==> src/design/urs_pkg.sv <==
`timescale 1ns / 1ps

package urs_pkg;

   // Field widths
   localparam int unsigned MODE_W    = 2;
   localparam int unsigned CAPTURE_W = 32;
   localparam int unsigned TICKS_W   = 16;
   localparam int unsigned DIST_W    = 9;

   // Item modes
   localparam logic [MODE_W-1:0] MODE_TICK  = 2'd0;
   localparam logic [MODE_W-1:0] MODE_START = 2'd1;
   localparam logic [MODE_W-1:0] MODE_END   = 2'd2;
   localparam logic [MODE_W-1:0] MODE_READ  = 2'd3;

   // Configuration register indexes
   localparam int unsigned CSR_INDEX_W = 1;
   localparam logic [CSR_INDEX_W-1:0] CSR_ECHO_TIMEOUT = 1'd0;
   localparam logic [CSR_INDEX_W-1:0] CSR_SAMPLE_GAP   = 1'd1;
   localparam logic [TICKS_W-1:0]     TICKS_RESET      = 16'd100;

   // Distance conversion: echo time / 58, clamped to 400 cm
   localparam int unsigned DIST_MAX     = 400;
   localparam int unsigned DIST_DIVISOR = 58;
   localparam int unsigned CLAMP_LIMIT  = (DIST_MAX + 1) * DIST_DIVISOR;
   localparam int unsigned SMALL_W      = 15;
   localparam int unsigned RECIP_SHIFT  = SMALL_W + 6;
   localparam int unsigned RECIP_58     =
      ((1 << RECIP_SHIFT) + DIST_DIVISOR - 1) / DIST_DIVISOR;
   localparam int unsigned RECIP_W      = 16;
   localparam logic [CAPTURE_W-1:0] HIGH_HALF_MASK = 32'hFFFF_0000;

   // One result item
   typedef struct packed {
      logic              trigger_pulse;
      logic              capture_falling_edge;
      logic              echo_timeout;
      logic              sample_done;
      logic [DIST_W-1:0] sample_distance;
      logic [DIST_W-1:0] read_value;
   } urs_result_type;

endpackage

==> src/design/urs_if.sv <==
`timescale 1ns / 1ps

// Request channel: one item per transfer
interface urs_req_if import urs_pkg::*; ();
   logic                 valid;
   logic                 ready;
   logic [MODE_W-1:0]    mode;
   logic [CAPTURE_W-1:0] capture;

   modport source (output valid, output mode, output capture, input ready);
   modport sink   (input valid, input mode, input capture, output ready);
endinterface

// Response channel: one result per transfer
interface urs_rsp_if import urs_pkg::*; ();
   logic              valid;
   logic              ready;
   logic              trigger_pulse;
   logic              capture_falling_edge;
   logic              echo_timeout;
   logic              sample_done;
   logic [DIST_W-1:0] sample_distance;
   logic [DIST_W-1:0] read_value;

   modport source (output valid, output trigger_pulse, output capture_falling_edge,
                   output echo_timeout, output sample_done, output sample_distance,
                   output read_value, input ready);
   modport sink   (input valid, input trigger_pulse, input capture_falling_edge,
                   input echo_timeout, input sample_done, input sample_distance,
                   input read_value, output ready);
endinterface

==> src/design/urs_distance.sv <==
`timescale 1ns / 1ps

// Echo time to distance in cm: wrap difference, fold negative small values,
// clamp, then divide by 58 through a reciprocal multiply.
module urs_distance import urs_pkg::*; (
   input  logic [CAPTURE_W-1:0] echo_start,
   input  logic [CAPTURE_W-1:0] echo_end,
   output logic [DIST_W-1:0]    distance
);

   logic [CAPTURE_W-1:0]         diff;
   logic [CAPTURE_W-1:0]         folded;
   logic [RECIP_W-1:0]           recip;
   logic [SMALL_W+RECIP_W-1:0]   product;

   assign diff  = echo_end - echo_start;
   assign recip = RECIP_W'(RECIP_58);

   // top half all ones: keep only the low half
   always_comb begin
      if ((diff & HIGH_HALF_MASK) == HIGH_HALF_MASK) begin
         folded = diff & ~HIGH_HALF_MASK;
      end else begin
         folded = diff;
      end
   end

   // below the clamp limit the value fits SMALL_W bits, exact quotient
   assign product = folded[SMALL_W-1:0] * recip;

   always_comb begin
      if (folded >= CAPTURE_W'(CLAMP_LIMIT)) begin
         distance = DIST_W'(DIST_MAX);
      end else begin
         distance = product[RECIP_SHIFT +: DIST_W];
      end
   end

endmodule

==> src/design/urs_average.sv <==
`timescale 1ns / 1ps

// Block total divided by the sample count, exact for any count via a
// rounded-up reciprocal.
module urs_average import urs_pkg::*; #(
   parameter int unsigned SAMPLES = 16
) (
   input  logic [$clog2(DIST_MAX*SAMPLES+1)-1:0] total,
   output logic [DIST_W-1:0]                      average
);

   localparam int unsigned SUM_W = $clog2(DIST_MAX * SAMPLES + 1);
   localparam int unsigned SHIFT = SUM_W + $clog2(SAMPLES);
   localparam int unsigned RECIP = ((1 << SHIFT) + SAMPLES - 1) / SAMPLES;

   logic [SUM_W:0]       recip;
   logic [2*SUM_W:0]     product;

   assign recip   = (SUM_W+1)'(RECIP);
   assign product = total * recip;
   assign average = product[SHIFT +: DIST_W];

endmodule

==> src/design/ultrasonic_ranger_sequencer_core.sv <==
`timescale 1ns / 1ps

// Ultrasonic ranging sequencer. Takes one request per clock unless the response
// side stalls: ticks step the trigger / echo-wait / sample / gap phases, echo
// captures load the timer stamps, and a read returns and clears the latest
// block average. Every request gives exactly one response, passing through an
// input register, then the phase update and distance math, then the response
// register; throughput is one item per cycle, limited only by the response
// side's ready. Configuration writes are taken at any edge with csr_write_en
// high and must only be issued while no request is in flight.
module ultrasonic_ranger_sequencer_core import urs_pkg::*; #(
   parameter int unsigned SAMPLES_PER_AVERAGE = 16
) (
   input  logic                   clock,
   input  logic                   reset,
   urs_req_if.sink                req_port,
   urs_rsp_if.source              rsp_port,
   input  logic                   csr_write_en,
   input  logic [CSR_INDEX_W-1:0] csr_index,
   input  logic [TICKS_W-1:0]     csr_write_data
);

   localparam int unsigned SUM_W = $clog2(DIST_MAX * SAMPLES_PER_AVERAGE + 1);
   localparam int unsigned CNT_W = $clog2(SAMPLES_PER_AVERAGE);

   // Phase codes
   localparam logic [2:0] PH_UNKNOWN   = 3'd0;
   localparam logic [2:0] PH_TRIG      = 3'd1;
   localparam logic [2:0] PH_WAIT_ECHO = 3'd2;
   localparam logic [2:0] PH_SAMPLE    = 3'd3;
   localparam logic [2:0] PH_GAP       = 3'd4;

   // Configuration
   logic [TICKS_W-1:0] echo_timeout_ff;
   logic [TICKS_W-1:0] sample_gap_ff;

   // Input stage
   logic                 in_valid_ff;
   logic [MODE_W-1:0]    in_mode_ff;
   logic [CAPTURE_W-1:0] in_capture_ff;

   // Sequencer state
   logic [2:0]           phase_ff,       phase_in;
   logic [TICKS_W-1:0]   wait_count_ff,  wait_count_in;
   logic [CAPTURE_W-1:0] echo_start_ff,  echo_start_in;
   logic [CAPTURE_W-1:0] echo_end_ff,    echo_end_in;
   logic                 echo_ready_ff,  echo_ready_in;
   logic [SUM_W-1:0]     sample_sum_ff,  sample_sum_in;
   logic [CNT_W-1:0]     sample_cnt_ff,  sample_cnt_in;
   logic [SUM_W-1:0]     block_total_ff, block_total_in;
   logic                 edge_fall_ff,   edge_fall_in;

   // Output stage
   logic                 out_valid_ff;
   urs_result_type       result_ff, result_in;

   logic                 advance;
   logic [DIST_W-1:0]    distance;
   logic [DIST_W-1:0]    average;
   logic [SUM_W-1:0]     sum_plus;

   urs_distance u_distance (
      .echo_start (echo_start_ff),
      .echo_end   (echo_end_ff),
      .distance   (distance)
   );

   urs_average #(.SAMPLES(SAMPLES_PER_AVERAGE)) u_average (
      .total   (block_total_ff),
      .average (average)
   );

   // Handshake: the input register moves on when the output register frees
   assign advance        = in_valid_ff && (!out_valid_ff || rsp_port.ready);
   assign req_port.ready = !in_valid_ff || advance;

   assign sum_plus = sample_sum_ff + SUM_W'(distance);

   // Per-item state update and result
   always_comb begin
      phase_in       = phase_ff;
      wait_count_in  = wait_count_ff;
      echo_start_in  = echo_start_ff;
      echo_end_in    = echo_end_ff;
      echo_ready_in  = echo_ready_ff;
      sample_sum_in  = sample_sum_ff;
      sample_cnt_in  = sample_cnt_ff;
      block_total_in = block_total_ff;
      edge_fall_in   = edge_fall_ff;
      result_in      = '0;

      case (in_mode_ff)
         MODE_START: begin
            echo_start_in = in_capture_ff;
            edge_fall_in  = 1'b1;
         end
         MODE_END: begin
            echo_end_in   = in_capture_ff;
            echo_ready_in = 1'b1;
         end
         MODE_READ: begin
            result_in.read_value = average;
            block_total_in       = '0;
         end
         default: begin
            case (phase_ff)
               PH_TRIG: begin
                  result_in.trigger_pulse = 1'b1;
                  edge_fall_in            = 1'b0;
                  wait_count_in           = '0;
                  phase_in                = PH_WAIT_ECHO;
               end
               PH_WAIT_ECHO: begin
                  if (echo_ready_ff) begin
                     wait_count_in = '0;
                     phase_in      = PH_SAMPLE;
                  end else if (wait_count_ff > echo_timeout_ff) begin
                     wait_count_in          = '0;
                     result_in.echo_timeout = 1'b1;
                     phase_in               = PH_TRIG;
                  end else if (wait_count_ff != '1) begin
                     wait_count_in = wait_count_ff + 1'b1;
                  end
               end
               PH_SAMPLE: begin
                  result_in.sample_done     = 1'b1;
                  result_in.sample_distance = distance;
                  echo_ready_in             = 1'b0;
                  wait_count_in             = '0;
                  phase_in                  = PH_GAP;
                  if (sample_cnt_ff == CNT_W'(SAMPLES_PER_AVERAGE - 1)) begin
                     block_total_in = sum_plus;
                     sample_sum_in  = '0;
                     sample_cnt_in  = '0;
                  end else begin
                     sample_sum_in  = sum_plus;
                     sample_cnt_in  = sample_cnt_ff + 1'b1;
                  end
               end
               PH_GAP: begin
                  if (wait_count_ff > sample_gap_ff) begin
                     wait_count_in = '0;
                     phase_in      = PH_TRIG;
                  end else if (wait_count_ff != '1) begin
                     wait_count_in = wait_count_ff + 1'b1;
                  end
               end
               default: begin
                  wait_count_in = '0;
                  phase_in      = PH_WAIT_ECHO;
               end
            endcase
         end
      endcase

      result_in.capture_falling_edge = edge_fall_in;
   end

   // Configuration registers
   always_ff @(posedge clock) begin
      if (reset) begin
         echo_timeout_ff <= TICKS_RESET;
         sample_gap_ff   <= TICKS_RESET;
      end else if (csr_write_en) begin
         case (csr_index)
            CSR_ECHO_TIMEOUT: echo_timeout_ff <= csr_write_data;
            CSR_SAMPLE_GAP:   sample_gap_ff   <= csr_write_data;
            default: begin
            end
         endcase
      end
   end

   // Input register
   always_ff @(posedge clock) begin
      if (reset) begin
         in_valid_ff <= 1'b0;
      end else if (req_port.ready) begin
         in_valid_ff <= req_port.valid;
      end
   end

   always_ff @(posedge clock) begin
      if (req_port.valid && req_port.ready) begin
         in_mode_ff    <= req_port.mode;
         in_capture_ff <= req_port.capture;
      end
   end

   // Sequencer state
   always_ff @(posedge clock) begin
      if (reset) begin
         phase_ff       <= PH_UNKNOWN;
         wait_count_ff  <= '0;
         echo_start_ff  <= '0;
         echo_end_ff    <= '0;
         echo_ready_ff  <= 1'b0;
         sample_sum_ff  <= '0;
         sample_cnt_ff  <= '0;
         block_total_ff <= '0;
         edge_fall_ff   <= 1'b0;
      end else if (advance) begin
         phase_ff       <= phase_in;
         wait_count_ff  <= wait_count_in;
         echo_start_ff  <= echo_start_in;
         echo_end_ff    <= echo_end_in;
         echo_ready_ff  <= echo_ready_in;
         sample_sum_ff  <= sample_sum_in;
         sample_cnt_ff  <= sample_cnt_in;
         block_total_ff <= block_total_in;
         edge_fall_ff   <= edge_fall_in;
      end
   end

   // Output register
   always_ff @(posedge clock) begin
      if (reset) begin
         out_valid_ff <= 1'b0;
      end else if (advance) begin
         out_valid_ff <= 1'b1;
      end else if (rsp_port.ready) begin
         out_valid_ff <= 1'b0;
      end
   end

   always_ff @(posedge clock) begin
      if (advance) begin
         result_ff <= result_in;
      end
   end

   assign rsp_port.valid                = out_valid_ff;
   assign rsp_port.trigger_pulse        = result_ff.trigger_pulse;
   assign rsp_port.capture_falling_edge = result_ff.capture_falling_edge;
   assign rsp_port.echo_timeout         = result_ff.echo_timeout;
   assign rsp_port.sample_done          = result_ff.sample_done;
   assign rsp_port.sample_distance      = result_ff.sample_distance;
   assign rsp_port.read_value           = result_ff.read_value;

endmodule

==> src/flat_wrapper.sv <==
// flat-port wrapper written by rule: the top's interface ports become plain ports
module ultrasonic_ranger_sequencer_core_flat import urs_pkg::*;
#(
   parameter int unsigned SAMPLES_PER_AVERAGE = 16
)
  (clock, reset, csr_write_en, csr_index, csr_write_data, req_port_valid, req_port_mode, req_port_capture, req_port_ready, rsp_port_valid, rsp_port_trigger_pulse, rsp_port_capture_falling_edge, rsp_port_echo_timeout, rsp_port_sample_done, rsp_port_sample_distance, rsp_port_read_value, rsp_port_ready);
  urs_req_if req_port_i ();
  urs_rsp_if rsp_port_i ();
  input  logic clock;
  input  logic reset;
  input  logic csr_write_en;
  input  logic [CSR_INDEX_W-1:0] csr_index;
  input  logic [TICKS_W-1:0] csr_write_data;
  input wire logic [$bits(req_port_i.valid)-1:0] req_port_valid;
  input wire logic [$bits(req_port_i.mode)-1:0] req_port_mode;
  input wire logic [$bits(req_port_i.capture)-1:0] req_port_capture;
  output wire logic [$bits(req_port_i.ready)-1:0] req_port_ready;
  output wire logic [$bits(rsp_port_i.valid)-1:0] rsp_port_valid;
  output wire logic [$bits(rsp_port_i.trigger_pulse)-1:0] rsp_port_trigger_pulse;
  output wire logic [$bits(rsp_port_i.capture_falling_edge)-1:0] rsp_port_capture_falling_edge;
  output wire logic [$bits(rsp_port_i.echo_timeout)-1:0] rsp_port_echo_timeout;
  output wire logic [$bits(rsp_port_i.sample_done)-1:0] rsp_port_sample_done;
  output wire logic [$bits(rsp_port_i.sample_distance)-1:0] rsp_port_sample_distance;
  output wire logic [$bits(rsp_port_i.read_value)-1:0] rsp_port_read_value;
  input wire logic [$bits(rsp_port_i.ready)-1:0] rsp_port_ready;
  assign req_port_i.valid = req_port_valid;
  assign req_port_i.mode = req_port_mode;
  assign req_port_i.capture = req_port_capture;
  assign req_port_ready = req_port_i.ready;
  assign rsp_port_valid = rsp_port_i.valid;
  assign rsp_port_trigger_pulse = rsp_port_i.trigger_pulse;
  assign rsp_port_capture_falling_edge = rsp_port_i.capture_falling_edge;
  assign rsp_port_echo_timeout = rsp_port_i.echo_timeout;
  assign rsp_port_sample_done = rsp_port_i.sample_done;
  assign rsp_port_sample_distance = rsp_port_i.sample_distance;
  assign rsp_port_read_value = rsp_port_i.read_value;
  assign rsp_port_i.ready = rsp_port_ready;
  ultrasonic_ranger_sequencer_core #(.SAMPLES_PER_AVERAGE(SAMPLES_PER_AVERAGE)) u_core (.clock(clock), .reset(reset), .req_port(req_port_i), .rsp_port(rsp_port_i), .csr_write_en(csr_write_en), .csr_index(csr_index), .csr_write_data(csr_write_data));
endmodule
==> config.mk <==
export PLATFORM = sky130hd
export DESIGN_NAME = ultrasonic_ranger_sequencer_core_flat
export DESIGN_NICKNAME = d
export VERILOG_FILES = /design/src/design/urs_pkg.sv /design/src/design/urs_if.sv /design/src/design/urs_distance.sv /design/src/design/urs_average.sv /design/src/design/ultrasonic_ranger_sequencer_core.sv /design/src/flat_wrapper.sv
export SDC_FILE = /design/constraint.sdc
export NUM_CORES = 1
export LEC_CHECK = 0
export BUFFER_PORTS_ARGS = -buffer_cell sky130_fd_sc_hd__buf_2
export CAP_MARGIN = 0
export CORE_MARGIN = 2
export CORE_UTILIZATION = 45
export DETAILED_ROUTE_END_ITERATION = 10
export HOLD_SLACK_MARGIN = 0.03
export PLACE_DENSITY = 0.67
export SYNTH_ARGS = -nofsm -noshare
export SYNTH_HDL_FRONTEND = slang
export SYNTH_SLANG_ARGS = --single-unit
==> constraint.sdc <==
create_clock -name clock -period 10.4 [get_ports clock]
set_clock_uncertainty 0.1 [all_clocks]
set_input_delay 1.04 -clock clock [delete_from_list [all_inputs] [get_ports clock]]
set_output_delay 1.04 -clock clock [all_outputs]
set_load 0.01 [all_outputs]
==> results of run 1 <==
==> routing by layer <==
layer / share of wire, % / vias up
li1: - / 5905
met1: 47 / 5583
met2: 47 / 211
met3: 3.9 / 38
met4: 1.6 / 0
met5: 0 / -
==> worst max-delay path by stage <==
| stage | startpoint | endpoint | slack [ns] | cells past startpoint |
|---|---|---|---|---|
| after floorplan | u_core.echo_end_ff[0]$_SDFFE_PP0P_ | u_core.sample_sum_ff[10]$_SDFFE_PP0P_ | 1.13 | 40 |
| after global placement | u_core.echo_end_ff[0]$_SDFFE_PP0P_ | u_core.sample_sum_ff[10]$_SDFFE_PP0P_ | 0.67 | 41 |
| after detailed placement | u_core.echo_end_ff[0]$_SDFFE_PP0P_ | u_core.sample_sum_ff[10]$_SDFFE_PP0P_ | 0.49 | 41 |
| after CTS | u_core.echo_end_ff[0]$_SDFFE_PP0P_ | u_core.sample_sum_ff[10]$_SDFFE_PP0P_ | 0.47 | 41 |
| after global routing | u_core.echo_start_ff[2]$_SDFFE_PP0P_ | u_core.sample_sum_ff[10]$_SDFFE_PP0P_ | 0.008 | 40 |
| final | u_core.echo_end_ff[0]$_SDFFE_PP0P_ | u_core.sample_sum_ff[10]$_SDFFE_PP0P_ | 0.65 | 41 |
==> worst reg2reg max path, delay by kind of cell, from the launching register on <==
family / cells / cell delay (ns)
adders and majority gates: 11 / 4.26
AOI/OAI and AO/OA: 16 / 3.33
xor gates and xnor gates: 3 / 0.62
buffers and inverters: 7 / 0.52
and+or+nand+nor: 4 / 0.49
DFF: 1 / 0.31
==> where the power goes <==
| group | internal, mW | leakage, nW | switching [mW] | total [mW] |
|---|---|---|---|---|
| Clock | 0.472 | 0.361 | 0.330 | 0.802 |
| Sequential | 0.829 | 1.72 | 0.0115 | 0.840 |
| Combinational | 1.44 | 5.54 | 1.92 | 3.37 |
| Total | 2.75 | 7.61 | 2.27 | 5.01 |
==> state kept, by name, indices dropped and copies added (netlist names) <==
register / cells
u_core.sample_cnt_ff: 4
u_core.echo_ready_ff: 1
u_core.wait_count_ff: 16
u_core.in_mode_ff: 2
u_core.echo_end_ff: 32
u_core.edge_fall_ff: 1
u_core.in_valid_ff: 1
u_core.echo_timeout_ff: 16
u_core.sample_gap_ff: 16
u_core.phase_ff: 3
u_core.in_capture_ff: 32
u_core.rsp_port.echo_timeout: 1
u_core.echo_start_ff: 32
u_core.rsp_port.valid: 1
u_core.rsp_port.trigger_pulse: 1
u_core.rsp_port.sample_done: 1
u_core.rsp_port.sample_distance: 9
u_core.sample_sum_ff: 13
u_core.rsp_port.read_value: 9
u_core.block_total_ff: 9
u_core.rsp_port.capture_falling_edge: 1
==> stage by stage <==
stage / std cells / power [mW] / hold WS [ns]
after global placement: 2177 / 4.12 / 0.344
after global routing: 2218 / 5.68 / 0.365
final: 2218 / 5.01 / 0.352
after detailed placement: 2177 / 4.24 / 0.346
after floorplan: 1704 / 3.46 / 0.336
after CTS: 2217 / 5.09 / 0.355
==> cell type report <==
class,count,area (um^2),share of cell area (%)
Clock inverter,14,183,1.11
Timing Repair Buffer,93,503,3.04
Sequential cell,201,4580,27.7
Inverter,232,871,5.27
Tap cell,442,553,3.35
Clock buffer,26,566,3.42
Multi-Input combinational cell,1210,9260,56.1
==> kinds of logic after synthesis <==
kind of cell / synth area share [%]
flops: 30.7
mux: 0.469
simple gates: 16.3
xor+xnor: 3.04
buf+inv: 7.53
fa+ha+maj: 26.6
compound gates: 15.5
==> cell usage in the layout (no fill, tap or decap), drive strengths merged, types with 5 or more instances in the layout <==
master,n
edfxtp,56
and3b,6
nand4,23
xor2,18
dfxtp,145
inv,235
and4,6
nor2b,13
or2,5
a21o,38
ha,196
nor2,64
a211oi,9
mux2i,7
fa,76
buf,93
nand2,257
and3,14
a22o,7
nor4,10
a22oi,12
a21oi,176
xnor2,33
or3,6
a31oi,10
nand2b,12
clkbuf,26
o21ai,42
nand3,30
and2,30
clkinv,7
o21a,11
o211ai,15
or4,6
nor3,19
==> repair_timing <==
item | CTS | global route
resized for setup | 0 | 2
setup buffers | 0 | 1
endpoints found under the setup margin | 0 | 1
==> flow_summary.toml, run 1 <==
[critical_path]
r2r-end = "u_core.sample_sum_ff[10]$_SDFFE_PP0P_"
worstRegToRegCells = 41
path_class = "reg -> reg"
cp.required_ns = 10.72
critPathBufInv = 7
startpoint_type = "flop"
r2r-start = "u_core.echo_end_ff[0]$_SDFFE_PP0P_"
cp_slowest_cell = "fa_1"
reg2reg_slack_ns = 0.65
critPathMaxFanout = 6
endpoint_kind = "flop"
cp_top_family = "adder cells"
cp.arrival_ns = 10.08
cpMostUsedCell = "a21o_1"
max_stage_delay_ns = 0.55

[floorplanning]
die_area_um2 = 34700
die_y_um = 186
die_w_um = 186
core_area_um2 = 32600
pin_count = 80
start_util_pct = 45.8
fp-row-count = 66

[detailed_routing]
ant_nets = 0
drt-initial-drc-count = 639
vias = 11700
drc = 0
vias_per_cell = 5.29
wl_per_cell_um = 15.4
routed_wl_mm = 34.1
dr.pass1.iters = 5

[clocking]
cts_root_buf = "clkbuf_16"
hold_buffers = 0
h-tree-depth = 1
cts_buffers = 22
clock_path_buffers = 3
cts_tree = "yes"
clock_sinks = 201
insertion_delay_ns = 0.54
clkSlewWorstSetupHoldPaths_ns = 0.07

[synthesis]
yosysWarnings = 0
synth_area_leaders = "dfxtp_1, ha_1, edfxtp_1"
synth_area_leader_cell = "dfxtp_1"
synth_nets = 2032
synth-async-reset-ratio_pct = 0
netlist.area_leader.share_pct = 19.4
synth_common_cells = "nand2_1, inv_1, ha_1"
ys.flop_type = "dfxtp_1"
ys_seq_elements = 201
avgSynthCellArea_um2 = 8.77
yosysMostFrequentCell = "nand2_1"
synthCells = 1704
ys_types = 79
netlist_area_um2 = 15000
yosysSeqAreaShare_pct = 30.7
synth-edff-count = 56

[global_route]
grt_antenna_before_repair = 0
grtUsageTotal_pct = 20.0
grt_pass1_vias = 11500
grt_pass1_wl_mm = 56.2
gr-total-overflow = 0
use_met2_pct = 34.3
grt_max_degree = 69
gr-usage-met1_pct = 27.4
met3_usage_pct = 2.24
grt.busiest_layer = "met2"

[finish]
nFillCells = 3071
final_nets = 2088
area_growth_pct = 10.5
final_core_util_pct = 50.7
stdcell_area_um2 = 16500
drive_gt1_share_pct = 8.45
n_antenna_cell = 0

[min_path]
min_path_type = "reg -> reg"
hold_end = "u_core.sample_gap_ff[3]$_SDFFE_PP0P_"
hp-start = "u_core.sample_gap_ff[3]$_SDFFE_PP0P_"
worstHoldPathCells = 2

[power_and_ir_drop]
p_per_area_nw_per_um2 = 303
p_leak_nw = 7.61
vdd_ir_drop_max_mv = 0.339

[timing]
hold_viol = 0
tns_ns = 0
fin_crit_sh_pct = 93.8
max-slew-margin-rel_pct = 19.4
max_slew.worst_pin.slew_ns = 1.21
slew_violations = 0
period_needed_ns = 9.75
layout_setup_ws_ns = 0.649
rsz0062_at_grt = "no"
finalSetupViolCount = 0
fmax_mhz = 103

[placed_design]
placed_area_um2 = 15800
place_worst_setup_slack_ns = 0.489
gp_congestion = 0.881
post-dp-hpwl_mm = 26.8
numPortBuffers = 79

[outcome]
outcome = "finished, final reports clean"

[job]
cap_violations = 0
No activity file was read; power rests on OpenSTA's default activity.
==> inputs of run 2 (changes only) <==
--- a/config.mk
+++ b/config.mk
@@ -5,6 +5,7 @@
 export SDC_FILE = /design/constraint.sdc
 export NUM_CORES = 1
 export LEC_CHECK = 0
+export ABC_AREA = 0
 export BUFFER_PORTS_ARGS = -buffer_cell sky130_fd_sc_hd__buf_2
 export CAP_MARGIN = 0
 export CORE_MARGIN = 2
@@ -12,6 +13,7 @@
 export DETAILED_ROUTE_END_ITERATION = 10
 export HOLD_SLACK_MARGIN = 0.03
 export PLACE_DENSITY = 0.67
+export RECOVER_POWER = 100
 export SYNTH_ARGS = -nofsm -noshare
 export SYNTH_HDL_FRONTEND = slang
 export SYNTH_SLANG_ARGS = --single-unit
==> run 2 against run 1 <==
The run now ends with max-capacitance violations, max-slew violations left. Hold slack hardly changed. Clock-buffer cell count stayed put. Largest cell class unchanged. Largest power group unchanged. Sequential power hardly changed. Total power hardly changed.
==> flow_summary.toml, run 2 (same netlist as run 1, synthesis figures left out) <==
[timing]
fin_crit_sh_pct = 93.8
hold_viol = 0
max_slew.worst_pin.slew_ns = 2.85
rsz0062_at_grt = "no"
max-slew-margin-rel_pct = -90.3
fmax_mhz = 103
slew_violations = 135
finalSetupViolCount = 0
tns_ns = 0
period_needed_ns = 9.76

[critical_path]
reg2reg_slack_ns = 0.64
endpoint_kind = "flop"
r2r-end = "u_core.sample_sum_ff[10]$_SDFFE_PP0P_"
r2r-start = "u_core.echo_end_ff[0]$_SDFFE_PP0P_"
cp.arrival_ns = 10.08
crit_end = "u_core.sample_sum_ff[10]$_SDFFE_PP0P_"
cp.required_ns = 10.72
path_class = "reg -> reg"
cpMostUsedCell = "fa_1"
cp-startpoint = "u_core.echo_end_ff[0]$_SDFFE_PP0P_"
cp_slowest_cell = "fa_1"
startpoint_type = "flop"
max_stage_delay_ns = 0.54
critPathMaxFanout = 5
worstRegToRegCells = 40

[clocking]
hold_buffers = 0
cts_tree = "yes"
clkSlewWorstSetupHoldPaths_ns = 0.07
clock_sinks = 201
cts_buffers = 22
cts_root_buf = "clkbuf_16"
insertion_delay_ns = 0.53
h-tree-depth = 1
clock_path_buffers = 3

[finish]
layout_commonest_cell = "nand2_1"
area_growth_pct = 10.1
final_core_util_pct = 50.5
reg.largest.list = "u_core.echo_end_ff x32, u_core.echo_start_ff x32, u_core.in_capture_ff x32"
final_nets = 2088
drive_gt1_share_pct = 6.19
n_antenna_cell = 0
layout_common_cells = "nand2_1, inv_1, ha_1, a21oi_1, dfxtp_1"

[floorplanning]
start_util_pct = 45.8
die_y_um = 186
fp-row-count = 66
die_area_um2 = 34700
pin_count = 80
core_area_um2 = 32600
die_w_um = 186

[power_and_ir_drop]
vdd_ir_drop_max_mv = 0.346
p_per_area_nw_per_um2 = 305
p_leak_nw = 7.49

[min_path]
min_path_type = "reg -> reg"
worstHoldPathCells = 2

[detailed_routing]
drc = 0
drt-initial-drc-count = 577
vias_per_cell = 5.31
dr.pass1.iters = 7
ant_nets = 0
vias = 11800
wl_per_cell_um = 15.3
routed_wl_mm = 34.0

[global_route]
grt_pass1_vias = 11500
grtUsageTotal_pct = 20.0
grt_max_degree = 69
grt_pass1_wl_mm = 56.2
gr-total-overflow = 0
grt_antenna_before_repair = 0

[placed_design]
numPortBuffers = 79
post-dp-hpwl_mm = 26.8
gp_congestion = 0.881

[job]
cap_violations = 3

[outcome]
outcome = "complete, but fails checks"
violations = "max-capacitance violations, max-slew violations"
run 2: changes by cell type in the layout (fill, tap and decap cells not counted), moves of 3 or more:
cell	delta
buf_4	-4
buf_2	-35
clkbuf_1	+39
and2_0	+13
and2_1	-13
o21ai_1	-3
o21ai_0	+3
run 2: where the power goes:
part | leakage [nW] | switching (mW) | internal (mW)
combinational | 5.41 | 1.93 | 1.44
sequential | 1.72 | 0.0116 | 0.829
clock | 0.361 | 0.330 | 0.472
run 2: repair_timing:
item | 4_1_cts | 5_1_grt
setup buffers | 0 | 1
resized for setup | 0 | 2
endpoints found under the setup margin | 0 | 1
run 2: metrics by stage:
stage               instance area (um^2)  total power [mW]  hold slack [ns]  instances  setup WS (ns)
finish                             16500              5.01            0.352       2218          0.644
detailed placement                 15800              4.24            0.346       2177          0.489
global route                       16500              5.68            0.365       2218        0.00766
global placement                   15800              4.12            0.344       2177          0.668
floorplan                          15000              3.46            0.336       1704           1.13
CTS                                16500              5.09            0.355       2217          0.468
run 2: worst min path at each step:
stage          slack (ns)                                      to                              startpoint
2_1_floorplan        0.34    u_core.sample_sum_ff[2]$_SDFFE_PP0P_    u_core.sample_sum_ff[2]$_SDFFE_PP0P_
3_3_place_gp         0.34   u_core.echo_start_ff[22]$_SDFFE_PP0P_   u_core.echo_start_ff[22]$_SDFFE_PP0P_
3_5_place_dp         0.35  u_core.echo_timeout_ff[8]$_SDFFE_PP0P_  u_core.echo_timeout_ff[8]$_SDFFE_PP0P_
4_1_cts              0.35  u_core.echo_timeout_ff[8]$_SDFFE_PP0P_  u_core.echo_timeout_ff[8]$_SDFFE_PP0P_
5_1_grt              0.36   u_core.echo_start_ff[28]$_SDFFE_PP0P_   u_core.echo_start_ff[28]$_SDFFE_PP0P_
6_report             0.35    u_core.sample_gap_ff[3]$_SDFFE_PP0P_    u_core.sample_gap_ff[3]$_SDFFE_PP0P_
run 2: critical path, delay by kind of cell, from the launching register on:
kind | cells | cell delay (ns)
fa+ha+maj | 11 | 4.23
simple gates | 4 | 0.49
compound gates | 16 | 3.48
xor+xnor | 2 | 0.58
flops | 1 | 0.33
buf+inv | 7 | 0.41
run 2: area by class of cell:
class                           count  area (um^2)
Timing Repair Buffer               93          444
Inverter                          232          871
Clock inverter                     14          183
Sequential cell                   201         4580
Multi-Input combinational cell   1210         9260
Tap cell                          442          553
Fill cell                        3090        16200
Clock buffer                       26          566
run 2: metal layers:
| metal | share of wire [%] | GRT usage, % | vias up |
|---|---|---|---|
| met5 | 0 | 0 | - |
| met4 | 1.5 | 3.94 | 0 |
| met3 | 3.8 | 2.24 | 39 |
| met2 | 48 | 34.3 | 223 |
| met1 | 47 | 27.4 | 5600 |
| li1 | - | - | 5912 |
